**src/sv/dirty_rectangle_tracker_top_macros.svh**
```systemverilog
// assertion macros for the dirty rectangle tracker
`ifndef DIRTY_RECTANGLE_TRACKER_TOP_MACROS_SVH
`define DIRTY_RECTANGLE_TRACKER_TOP_MACROS_SVH
`ifndef SYNTHESIS
`define DRT_ASSERT(lbl, clk, rst_n, prop, msg) \
  lbl: assert property (@(posedge clk) disable iff (!rst_n) prop) else $error(msg);
`define DRT_ASSERT_IMPL(lbl, clk, rst_n, ante, cons, msg) \
  lbl: assert property (@(posedge clk) disable iff (!rst_n) (ante) |-> (cons)) else $error(msg);
`else
`define DRT_ASSERT(lbl, clk, rst_n, prop, msg)
`define DRT_ASSERT_IMPL(lbl, clk, rst_n, ante, cons, msg)
`endif
`endif

```
**src/sv/drt_pkg.sv**
```systemverilog
`timescale 1ns / 1ps
package drt_pkg;

  localparam int COORD_BITS_DEF = 16;
  localparam int OL_W_BITS      = 8;
  localparam int NSLOTS         = 16;
  localparam int SLOT_BITS      = 4;
  localparam int QDEPTH         = 2;
  localparam int CFG_IDX_BITS   = 2;
  localparam int CFG_DATA_BITS  = 8;

  localparam logic [CFG_IDX_BITS-1:0] CFG_OUTLINE_ENABLE = 2'd0;
  localparam logic [CFG_IDX_BITS-1:0] CFG_OUTLINE_WIDTH  = 2'd1;

  localparam logic KIND_AREA   = 1'b0;
  localparam logic KIND_BORDER = 1'b1;

  // slot layout: bit 3 selects the border group, bit 2 the swapped / old half
  localparam int SLOT_GRP_BIT = 3;
  localparam int SLOT_OLD_BIT = 2;

  localparam logic [1:0] EDGE_LEFT   = 2'd0;
  localparam logic [1:0] EDGE_TOP    = 2'd1;
  localparam logic [1:0] EDGE_RIGHT  = 2'd2;
  localparam logic [1:0] EDGE_BOTTOM = 2'd3;

  localparam logic [1:0] BORDER_TOP    = 2'd0;
  localparam logic [1:0] BORDER_BOTTOM = 2'd1;
  localparam logic [1:0] BORDER_LEFT   = 2'd2;
  localparam logic [1:0] BORDER_RIGHT  = 2'd3;

  typedef struct packed {
    logic                 outline_enable;
    logic [OL_W_BITS-1:0] outline_width;
  } cfg_t;

  function automatic int job_bits(input int cb);
    return 16 * cb + 2 * OL_W_BITS + 1 + NSLOTS;
  endfunction

endpackage

```
**src/sv/drt_fifo.sv**
```systemverilog
`timescale 1ns / 1ps
`include "dirty_rectangle_tracker_top_macros.svh"
module drt_fifo #(
  parameter int WIDTH = 8,
  parameter int DEPTH = 2
) (
  input  logic             clk,
  input  logic             rst_n,
  input  logic             push,
  input  logic [WIDTH-1:0] din,
  output logic             full,
  input  logic             pop,
  output logic [WIDTH-1:0] dout,
  output logic             empty
);
  localparam int PTR_W = (DEPTH > 1) ? $clog2(DEPTH) : 1;
  localparam int CNT_W = $clog2(DEPTH + 1);

  logic [WIDTH-1:0] mem_r [DEPTH];
  logic [PTR_W-1:0] wr_ptr_r, wr_ptr_nxt;
  logic [PTR_W-1:0] rd_ptr_r, rd_ptr_nxt;
  logic [CNT_W-1:0] cnt_r, cnt_nxt;

  function automatic logic [PTR_W-1:0] wrap_inc(input logic [PTR_W-1:0] p);
    if (p == PTR_W'(DEPTH - 1)) begin
      return '0;
    end
    return p + PTR_W'(1);
  endfunction

  assign full  = (cnt_r == CNT_W'(DEPTH));
  assign empty = (cnt_r == '0);
  assign dout  = mem_r[rd_ptr_r];

  always_comb begin
    wr_ptr_nxt = push ? wrap_inc(wr_ptr_r) : wr_ptr_r;
    rd_ptr_nxt = pop ? wrap_inc(rd_ptr_r) : rd_ptr_r;
    cnt_nxt    = cnt_r;
    if (push && !pop) begin
      cnt_nxt = cnt_r + CNT_W'(1);
    end else if (pop && !push) begin
      cnt_nxt = cnt_r - CNT_W'(1);
    end
  end

  always_ff @(posedge clk) begin
    if (!rst_n) begin
      wr_ptr_r <= '0;
      rd_ptr_r <= '0;
      cnt_r    <= '0;
    end else begin
      wr_ptr_r <= wr_ptr_nxt;
      rd_ptr_r <= rd_ptr_nxt;
      cnt_r    <= cnt_nxt;
    end
  end

  always_ff @(posedge clk) begin
    if (push) begin
      mem_r[wr_ptr_r] <= din;
    end
  end

  `DRT_ASSERT(a_cnt_bound, clk, rst_n, (cnt_r <= CNT_W'(DEPTH)), "queue count overflow")
  `DRT_ASSERT_IMPL(a_no_pop_empty, clk, rst_n, pop, !empty, "pop from empty queue")

endmodule

```
**src/sv/drt_front.sv**
```systemverilog
`timescale 1ns / 1ps
module drt_front #(
  parameter int COORD_BITS = drt_pkg::COORD_BITS_DEF
) (
  input  logic                                        clk,
  input  logic                                        rst_n,
  input  drt_pkg::cfg_t                               cfg,
  input  logic                                        in_push,
  output logic                                        in_full,
  input  logic signed [COORD_BITS-1:0]                in_sel_left,
  input  logic signed [COORD_BITS-1:0]                in_sel_top,
  input  logic signed [COORD_BITS-1:0]                in_sel_right,
  input  logic signed [COORD_BITS-1:0]                in_sel_bottom,
  output logic                                        q_push,
  input  logic                                        q_full,
  output logic [drt_pkg::job_bits(COORD_BITS)-1:0]    q_data
);
  import drt_pkg::*;

  localparam int CB = COORD_BITS;
  localparam int EB = CB + 2;
  localparam logic signed [EB-1:0] CMAX = {3'b000, {(CB-1){1'b1}}};
  localparam logic signed [EB-1:0] CMIN = {3'b111, {(CB-1){1'b0}}};
  localparam logic signed [EB-1:0] ONE  = EB'(1);

  typedef struct packed {
    logic signed [CB-1:0] x0;
    logic signed [CB-1:0] y0;
    logic signed [CB-1:0] x1;
    logic signed [CB-1:0] y1;
  } rect_t;

  typedef struct packed {
    rect_t                area;
    rect_t                prev;
    rect_t                ol;
    rect_t                prev_ol;
    logic [OL_W_BITS-1:0] w;
    logic [OL_W_BITS-1:0] prev_w;
    logic                 ovl;
    logic [NSLOTS-1:0]    mask;
  } job_t;

  function automatic logic signed [EB-1:0] ext(input logic signed [CB-1:0] v);
    return {{(EB-CB){v[CB-1]}}, v};
  endfunction

  function automatic logic signed [EB-1:0] wext(input logic [OL_W_BITS-1:0] v);
    return {{(EB-OL_W_BITS){1'b0}}, v};
  endfunction

  function automatic logic signed [CB-1:0] sat(input logic signed [EB-1:0] v);
    if (v > CMAX) begin
      return CMAX[CB-1:0];
    end else if (v < CMIN) begin
      return CMIN[CB-1:0];
    end
    return v[CB-1:0];
  endfunction

  function automatic logic is_empty(input rect_t r);
    return (r.x1 <= r.x0) || (r.y1 <= r.y0);
  endfunction

  rect_t                prev_area_r;
  rect_t                prev_ol_r;
  logic [OL_W_BITS-1:0] prev_w_r;
  rect_t                area, ol;
  logic [OL_W_BITS-1:0] wlt, wrb;
  logic [OL_W_BITS:0]   wsum;
  logic                 accept;
  logic                 ovl;
  logic [NSLOTS-1:0]    mask;
  job_t                 job;

  assign accept  = in_push && !q_full;
  assign in_full = q_full;
  assign q_push  = accept;

  always_comb begin
    wsum    = {1'b0, cfg.outline_width} + (OL_W_BITS+1)'(1);
    wrb     = wsum[OL_W_BITS:1];
    wlt     = {1'b0, cfg.outline_width[OL_W_BITS-1:1]};
    area.x0 = in_sel_left;
    area.y0 = in_sel_top;
    area.x1 = sat(ext(in_sel_right) + ONE);
    area.y1 = sat(ext(in_sel_bottom) + ONE);
    ol.x0   = sat(ext(in_sel_left) - wext(wlt));
    ol.y0   = sat(ext(in_sel_top) - wext(wlt));
    ol.x1   = sat(ext(in_sel_right) + wext(wrb));
    ol.y1   = sat(ext(in_sel_bottom) + wext(wrb));
    ovl     = !((area.x0 >= prev_area_r.x1) || (prev_area_r.x0 >= area.x1) ||
                (area.y0 >= prev_area_r.y1) || (prev_area_r.y0 >= area.y1));
    mask[0] = ovl ? (area.x0 < prev_area_r.x0) : !is_empty(area);
    mask[1] = ovl ? (area.y0 < prev_area_r.y0) : !is_empty(prev_area_r);
    mask[2] = ovl && (area.x1 < prev_area_r.x1);
    mask[3] = ovl && (area.y1 < prev_area_r.y1);
    mask[4] = ovl && (prev_area_r.x0 < area.x0);
    mask[5] = ovl && (prev_area_r.y0 < area.y0);
    mask[6] = ovl && (prev_area_r.x1 < area.x1);
    mask[7] = ovl && (prev_area_r.y1 < area.y1);
    mask[NSLOTS-1:8] = {(NSLOTS-8){cfg.outline_enable}};
    job.area    = area;
    job.prev    = prev_area_r;
    job.ol      = ol;
    job.prev_ol = prev_ol_r;
    job.w       = cfg.outline_width;
    job.prev_w  = prev_w_r;
    job.ovl     = ovl;
    job.mask    = mask;
  end

  assign q_data = job;

  always_ff @(posedge clk) begin
    if (!rst_n) begin
      prev_area_r <= '0;
      prev_ol_r   <= '0;
      prev_w_r    <= '0;
    end else if (accept) begin
      prev_area_r <= area;
      if (cfg.outline_enable) begin
        prev_ol_r <= ol;
        prev_w_r  <= cfg.outline_width;
      end
    end
  end

endmodule

```
**src/sv/drt_back.sv**
```systemverilog
`timescale 1ns / 1ps
`include "dirty_rectangle_tracker_top_macros.svh"
module drt_back #(
  parameter int COORD_BITS = drt_pkg::COORD_BITS_DEF
) (
  input  logic                                     clk,
  input  logic                                     rst_n,
  input  logic                                     q_empty,
  output logic                                     q_pop,
  input  logic [drt_pkg::job_bits(COORD_BITS)-1:0] q_data,
  output logic                                     out_empty,
  input  logic                                     out_pop,
  output logic signed [COORD_BITS-1:0]             out_rect_left,
  output logic signed [COORD_BITS-1:0]             out_rect_top,
  output logic signed [COORD_BITS-1:0]             out_rect_right,
  output logic signed [COORD_BITS-1:0]             out_rect_bottom,
  output logic                                     out_rect_kind,
  output logic                                     out_last_of_run
);
  import drt_pkg::*;

  localparam int CB = COORD_BITS;
  localparam int EB = CB + 2;
  localparam logic signed [EB-1:0] CMAX = {3'b000, {(CB-1){1'b1}}};
  localparam logic signed [EB-1:0] CMIN = {3'b111, {(CB-1){1'b0}}};

  typedef struct packed {
    logic signed [CB-1:0] x0;
    logic signed [CB-1:0] y0;
    logic signed [CB-1:0] x1;
    logic signed [CB-1:0] y1;
  } rect_t;

  typedef struct packed {
    rect_t                area;
    rect_t                prev;
    rect_t                ol;
    rect_t                prev_ol;
    logic [OL_W_BITS-1:0] w;
    logic [OL_W_BITS-1:0] prev_w;
    logic                 ovl;
    logic [NSLOTS-1:0]    mask;
  } job_t;

  function automatic logic signed [EB-1:0] ext(input logic signed [CB-1:0] v);
    return {{(EB-CB){v[CB-1]}}, v};
  endfunction

  function automatic logic signed [EB-1:0] wext(input logic [OL_W_BITS-1:0] v);
    return {{(EB-OL_W_BITS){1'b0}}, v};
  endfunction

  function automatic logic signed [CB-1:0] sat(input logic signed [EB-1:0] v);
    if (v > CMAX) begin
      return CMAX[CB-1:0];
    end else if (v < CMIN) begin
      return CMIN[CB-1:0];
    end
    return v[CB-1:0];
  endfunction

  job_t                  qjob;
  job_t                  job_r;
  logic [NSLOTS-1:0]     mask_r, mask_nxt;
  logic                  out_valid_r, out_valid_nxt;
  rect_t                 out_rect_r;
  logic                  out_kind_r;
  logic                  out_last_r;
  logic [NSLOTS-1:0]     pick, rem;
  logic [SLOT_BITS-1:0]  slot;
  logic                  have, space, adv, load;
  rect_t                 a, b, bx, cand;
  logic signed [EB-1:0]  bw;

  assign qjob = q_data;

  always_comb begin
    pick = mask_r & (~mask_r + NSLOTS'(1));
    rem  = mask_r & ~pick;
    slot = '0;
    for (int i = 0; i < NSLOTS; i++) begin
      if (pick[i]) begin
        slot = slot | SLOT_BITS'(i);
      end
    end
  end

  assign have  = (mask_r != '0);
  assign space = !out_valid_r || out_pop;
  assign adv   = have && space;
  assign load  = !q_empty && (!have || (adv && (rem == '0)));
  assign q_pop = load;

  always_comb begin
    a    = job_r.area;
    b    = job_r.prev;
    bx   = job_r.ol;
    bw   = wext(job_r.w);
    cand = job_r.area;
    if (slot[SLOT_GRP_BIT]) begin
      if (slot[SLOT_OLD_BIT]) begin
        bx = job_r.prev_ol;
        bw = wext(job_r.prev_w);
      end
      cand = bx;
      case (slot[1:0])
        BORDER_TOP:    cand.y1 = sat(ext(bx.y0) + bw);
        BORDER_BOTTOM: cand.y0 = sat(ext(bx.y1) - bw);
        BORDER_LEFT:   cand.x1 = sat(ext(bx.x0) + bw);
        BORDER_RIGHT:  cand.x0 = sat(ext(bx.x1) - bw);
        default:       cand = bx;
      endcase
    end else if (!job_r.ovl) begin
      cand = slot[0] ? job_r.prev : job_r.area;
    end else begin
      if (slot[SLOT_OLD_BIT]) begin
        a = job_r.prev;
        b = job_r.area;
      end
      case (slot[1:0])
        EDGE_LEFT:   cand = '{a.x0, a.y0, b.x0, a.y1};
        EDGE_TOP:    cand = '{a.x0, a.y0, a.x1, b.y0};
        EDGE_RIGHT:  cand = '{a.x1, b.y0, b.x1, b.y1};
        EDGE_BOTTOM: cand = '{b.x0, a.y1, b.x1, b.y1};
        default:     cand = a;
      endcase
    end
  end

  always_comb begin
    mask_nxt = mask_r;
    if (load) begin
      mask_nxt = qjob.mask;
    end else if (adv) begin
      mask_nxt = rem;
    end
    out_valid_nxt = out_valid_r;
    if (adv) begin
      out_valid_nxt = 1'b1;
    end else if (out_pop) begin
      out_valid_nxt = 1'b0;
    end
  end

  always_ff @(posedge clk) begin
    if (!rst_n) begin
      mask_r      <= '0;
      out_valid_r <= 1'b0;
    end else begin
      mask_r      <= mask_nxt;
      out_valid_r <= out_valid_nxt;
    end
  end

  always_ff @(posedge clk) begin
    if (load) begin
      job_r <= qjob;
    end
    if (adv) begin
      out_rect_r <= cand;
      out_kind_r <= slot[SLOT_GRP_BIT] ? KIND_BORDER : KIND_AREA;
      out_last_r <= (rem == '0);
    end
  end

  assign out_empty       = !out_valid_r;
  assign out_rect_left   = out_rect_r.x0;
  assign out_rect_top    = out_rect_r.y0;
  assign out_rect_right  = out_rect_r.x1;
  assign out_rect_bottom = out_rect_r.y1;
  assign out_rect_kind   = out_kind_r;
  assign out_last_of_run = out_last_r;

  `DRT_ASSERT_IMPL(a_pick_onehot, clk, rst_n, have, $onehot(pick), "slot pick not one-hot")
  `DRT_ASSERT(a_hold_on_stall, clk, rst_n, (out_valid_r && !out_pop && have) |=> $stable(mask_r), "slot advanced while result stalled")
  `DRT_ASSERT_IMPL(a_load_needs_job, clk, rst_n, q_pop, !q_empty, "job taken from empty queue")

endmodule

```
**src/sv/dirty_rectangle_tracker_top.sv**
```systemverilog
`timescale 1ns / 1ps
// dirty rectangle tracker for a rubber-band selection
// input: a queue-style push/full port with the inclusive selection corners;
//   a transaction happens when in_push is high and in_full is low
// output: a queue-style empty/pop port; while out_empty is low the oldest
//   repaint rectangle is on the out_ ports, taken when out_pop is high
// config: cfg_valid/cfg_ready write port, index 0 outline_enable, index 1
//   outline_width; cfg_ready is always high, write only while idle
// each input gives 0 to 12 rectangles: area difference strips first, then
//   eight outline border strips when the outline is on; out_last_of_run
//   marks the final one of an input
// path: job queue, then job register, then the output register
// throughput: one rectangle per cycle from the back-end sequencer while the
//   output is not stalled; a 2-entry job queue lets new inputs come in while
//   earlier ones are still being emitted
// output stall: the output register holds, the sequencer waits, the queue
//   fills and in_full rises
// reset: stored previous area and outline cleared to zero, config cleared,
//   queue and output emptied
module dirty_rectangle_tracker_top #(
  parameter int COORD_BITS = drt_pkg::COORD_BITS_DEF
) (
  input  logic                                 clk,
  input  logic                                 rst_n,
  input  logic                                 in_push,
  output logic                                 in_full,
  input  logic signed [COORD_BITS-1:0]         in_sel_left,
  input  logic signed [COORD_BITS-1:0]         in_sel_top,
  input  logic signed [COORD_BITS-1:0]         in_sel_right,
  input  logic signed [COORD_BITS-1:0]         in_sel_bottom,
  output logic                                 out_empty,
  input  logic                                 out_pop,
  output logic signed [COORD_BITS-1:0]         out_rect_left,
  output logic signed [COORD_BITS-1:0]         out_rect_top,
  output logic signed [COORD_BITS-1:0]         out_rect_right,
  output logic signed [COORD_BITS-1:0]         out_rect_bottom,
  output logic                                 out_rect_kind,
  output logic                                 out_last_of_run,
  input  logic                                 cfg_valid,
  output logic                                 cfg_ready,
  input  logic [drt_pkg::CFG_IDX_BITS-1:0]     cfg_index,
  input  logic [drt_pkg::CFG_DATA_BITS-1:0]    cfg_data
);
  import drt_pkg::*;

  localparam int JOB_W = job_bits(COORD_BITS);

  cfg_t             cfg_r, cfg_nxt;
  logic             q_push, q_full, q_pop, q_empty;
  logic [JOB_W-1:0] q_din, q_dout;

  assign cfg_ready = 1'b1;

  always_comb begin
    cfg_nxt = cfg_r;
    if (cfg_valid && cfg_ready) begin
      case (cfg_index)
        CFG_OUTLINE_ENABLE: cfg_nxt.outline_enable = cfg_data[0];
        CFG_OUTLINE_WIDTH:  cfg_nxt.outline_width  = cfg_data[OL_W_BITS-1:0];
        default:            cfg_nxt = cfg_r;
      endcase
    end
  end

  always_ff @(posedge clk) begin
    if (!rst_n) begin
      cfg_r <= '0;
    end else begin
      cfg_r <= cfg_nxt;
    end
  end

  drt_front #(
    .COORD_BITS(COORD_BITS)
  ) u_front (
    .clk           (clk),
    .rst_n         (rst_n),
    .cfg           (cfg_r),
    .in_push       (in_push),
    .in_full       (in_full),
    .in_sel_left   (in_sel_left),
    .in_sel_top    (in_sel_top),
    .in_sel_right  (in_sel_right),
    .in_sel_bottom (in_sel_bottom),
    .q_push        (q_push),
    .q_full        (q_full),
    .q_data        (q_din)
  );

  drt_fifo #(
    .WIDTH(JOB_W),
    .DEPTH(QDEPTH)
  ) u_fifo (
    .clk   (clk),
    .rst_n (rst_n),
    .push  (q_push),
    .din   (q_din),
    .full  (q_full),
    .pop   (q_pop),
    .dout  (q_dout),
    .empty (q_empty)
  );

  drt_back #(
    .COORD_BITS(COORD_BITS)
  ) u_back (
    .clk             (clk),
    .rst_n           (rst_n),
    .q_empty         (q_empty),
    .q_pop           (q_pop),
    .q_data          (q_dout),
    .out_empty       (out_empty),
    .out_pop         (out_pop),
    .out_rect_left   (out_rect_left),
    .out_rect_top    (out_rect_top),
    .out_rect_right  (out_rect_right),
    .out_rect_bottom (out_rect_bottom),
    .out_rect_kind   (out_rect_kind),
    .out_last_of_run (out_last_of_run)
  );

endmodule
```
**config.mk**
```make
export PLATFORM = sky130hd
export DESIGN_NAME = dirty_rectangle_tracker_top
export DESIGN_NICKNAME = d
export VERILOG_FILES = /design/src/sv/drt_pkg.sv /design/src/sv/drt_fifo.sv /design/src/sv/drt_front.sv /design/src/sv/drt_back.sv /design/src/sv/dirty_rectangle_tracker_top.sv
export VERILOG_INCLUDE_DIRS = /design/src /design/src/sv
export SDC_FILE = /design/constraint.sdc
export NUM_CORES = 2
export LEC_CHECK = 0
export BUFFER_PORTS_ARGS = -buffer_cell sky130_fd_sc_hd__buf_2
export CAP_MARGIN = 25
export CELL_PAD_IN_SITES_DETAIL_PLACEMENT = 1
export CELL_PAD_IN_SITES_GLOBAL_PLACEMENT = 1
export CORE_ASPECT_RATIO = 1.2
export CORE_UTILIZATION = 52
export DETAILED_ROUTE_END_ITERATION = 8
export GPL_TIMING_DRIVEN = 0
export PLACE_DENSITY_LB_ADDON = 0.2
export SYNTH_ARGS = -nofsm -noshare
export SYNTH_HDL_FRONTEND = slang
export SYNTH_SLANG_ARGS = --single-unit
```
**constraint.sdc**
```tcl
create_clock -name clk -period 18.4 [get_ports clk]
set_input_delay 2.76 -clock clk [delete_from_list [all_inputs] [get_ports clk]]
set_output_delay 2.76 -clock clk [all_outputs]
set_load 0.005 [all_outputs]
```
==> results.cfg <==
[outcome]
outcome = complete, no violations

[detailed_routing]
ant_nets = 0
avgViaCountPerCell = 6.60
routed_wl_mm = 225
drc = 0
num_vias = 41600
drtIter0Drc = 5094
firstDrtPassIters = 9
wl_per_cell_um = 35.7

[worst_setup_path]
reg2reg_slack_ps = 9400
endpoint = u_back.out_rect_bottom[10]
worstSetupEndpointType = register
r2r-end = u_back.out_rect_bottom[10]
crit_path_start_kind = register
crit_start = u_back.mask_r[13]
path_class = register to register
worstReg2RegStart = u_back.mask_r[13]
cp_data_required_time_ps = 18800
crit_fanout = 10
worstPathArrival_ps = 9400
reg2reg_depth = 21

[floorplanning]
die_area_mm2 = 0.104
dieHeight_um = 352
die-width_um = 294
core_area_mm2 = 0.102
rows = 128
pin_count = 148
initial_core_util = 0.524

[placed_design]
hpwl_mm = 171
portBuffers = 142
gp_congestion = 1.04

[clocking]
cts_resized = 0
cts_tree = done
ctsHoldBuffers = 0
cts_buffers = 104
clkTransAtPathRegs_ps = 70
clk_path_buf_depth = 3
cts_setup_buffers = 0
cts.sinks = 1070
htree_levels = 3
clk_latency_ps = 760
cts-root-buf = clkbuf_16

[sta]
setup_violations = 0
finalCriticalPeriod_ps = 9000
report.final.slew_viol_count = 0
fmax_mhz = 111
finClkSkew_ps = 37.0
finalHoldViolations = 0
tightest_slew_ps = 1220
slew_headroom = 0.186
fin_crit_sh = 0.489
rsz0062_at_grt = false
hold_slack_ps = 459
tns_ps = 0

[global_route]
grt_max_degree = 106
antenna_found_initial = 12
gr-total-overflow = 0
track_usage = 0.432
grt_pass1_wl_mm = 312
grt_pass1_vias = 42200

[hold_path]
worstHoldStart = u_front.q_data[47]
hp-class = register to register

[logic_synthesis]
synthTopCellsByArea = edfxtp_1, dfxtp_1, ha_1, mux2_2, nand2_1
syn_nets = 4892
yosysSeqAreaShare = 0.572
synth_xor_area_frac = 0.0202
syn_inst = 4555
yosysWarnings = 0
synthArstFlopShare = 0
synth_edf_count = 903
synth_top_area_share = 0.509
synth_top_area_cell = edfxtp_1
synth_top_family_by_area = simple AND/OR/NAND/NOR gates
synthFlopType = edfxtp_1
syn_area_mm2 = 0.0532
synth-simple-area-share = 0.117
syn_avg_cell_area_um2 = 11.7
synthMuxAreaShare = 0.0777
yosysUniqueCellTypes = 98
synth_compound_area_frac = 0.117
ys_ff_latch = 1070
yosys.area_share.adder = 0.0630

[final_layout]
mostFrequentLayoutCell = edfxtp_1
synthToLayoutAreaGrowth_pct = 12.4
nets = 5186
drive_gt1_frac = 0.153
layout_common_cells = edfxtp_1, nand2_1, mux2_2, ha_1, o21ai_0

[flow_run]
maxCapViolCount = 0
## routing by layer
metal,part of all wire,vias to the layer above,GRT usage
met5,0.000067,-,0
met4,0.095,2,0.351
met3,0.091,701,0.0802
met2,0.45,2510,0.673
met1,0.36,21000,0.524
li1,-,17400,-
## worst max-delay path: stages (launching register included)
cell and delay [ps]:
dfxtp_1 290, buf_2 170, or4_4 520, a211o_1 300, buf_2 220, nand2_2 290
buf_2 530, buf_2 590, buf_2 520, buf_2 470, buf_2 510, mux2i_1 1000
inv_1 410, ha_1 400, clkbuf_1 210, and2_1 220, a221o_1 350, a2bb2oi_1 510
nor2_2 190, a21o_1 250, o21ai_0 300, o2111ai_1 350
## sequential cells by signal, summed over array words and instances, names as in the netlist, 2 cells and up, named ones only
name and count:
u_fifo.mem_r 564, u_back.job_r 273, u_front.q_data 128, u_back.mask_r 16
u_back.out_rect_bottom 16, u_back.out_rect_left 16, u_back.out_rect_right 16, u_back.out_rect_top 16
cfg_r 9, u_front.prev_w_r 8, u_fifo.cnt_r 2
## logic make-up (layout without fill, tap and decap cells)
| kind of cell | after synthesis | in the layout |
|---|---|---|
| AO/OA/AOI/OAI | 940 | 940 |
| AND/OR/NAND/NOR | 1346 | 1346 |
| adder cells (fa/ha/maj) | 267 | 267 |
| flip-flops | 1070 | 1070 |
| XOR/XNOR | 123 | 123 |
| other | 1 | 5 |
| multiplexers | 367 | 367 |
| buffers and inverters | 441 | 823 |
## worst min-delay path by stage
stage                                      to  slack (ps)  depth (start not counted)
final                     u_fifo.mem_r[0][47]         460                          0
after global routing      u_fifo.mem_r[0][24]         470                          0
after CTS                 u_fifo.mem_r[0][47]         450                          0
after detailed placement  u_fifo.mem_r[1][77]         440                          0
after global placement    u_fifo.mem_r[0][77]         430                          0
after floorplan           u_fifo.mem_r[0][80]         420                          0
## area by class of cell
cell class | instances | area, um^2
antenna | 4 | 10.0
buffer | 225 | 937
clock buffer | 138 | 2790
clock inverter | 56 | 542
fill | 10500 | 41700
inverter | 216 | 821
multi-input combinational | 3044 | 21100
sequential | 1070 | 30500
tap | 1365 | 1710
timing repair buffer | 188 | 1530
## cells in the mapped netlist, types with 24 or more instances
library cell	instances
a211oi_1	24
a21boi_0	67
a21o_1	42
a21oi_1	204
a31oi_1	70
and2_1	36
buf_2	51
clkbuf_1	148
dfxtp_1	167
edfxtp_1	903
ha_1	253
inv_1	213
mux2_2	279
mux2i_1	79
nand2_1	650
nand2b_1	50
nand3_1	128
nand4_1	71
nor2_1	186
nor2b_1	55
nor3_1	46
o211a_1	25
o21a_1	39
o21ai_0	217
o31ai_1	27
or3_1	27
xnor2_1	72
xor2_1	51
## stage by stage
stage / utilization / worst slack, ps / instance area (um^2) / std cells
after floorplan: - / 2600 / 53200 / 4555
after global placement: 0.548 / -6410 / 55600 / 6062
after detailed placement: 0.556 / 9220 / 56500 / 6107
after CTS: 0.589 / 9850 / 59800 / 6301
after global routing: 0.589 / 9460 / 59800 / 6302
final: 0.589 / 9400 / 59900 / 6306
Power is left out: the tool's default activity adds up to more than one toggle a clock period on the data nets, which glitch-free logic cannot reach.
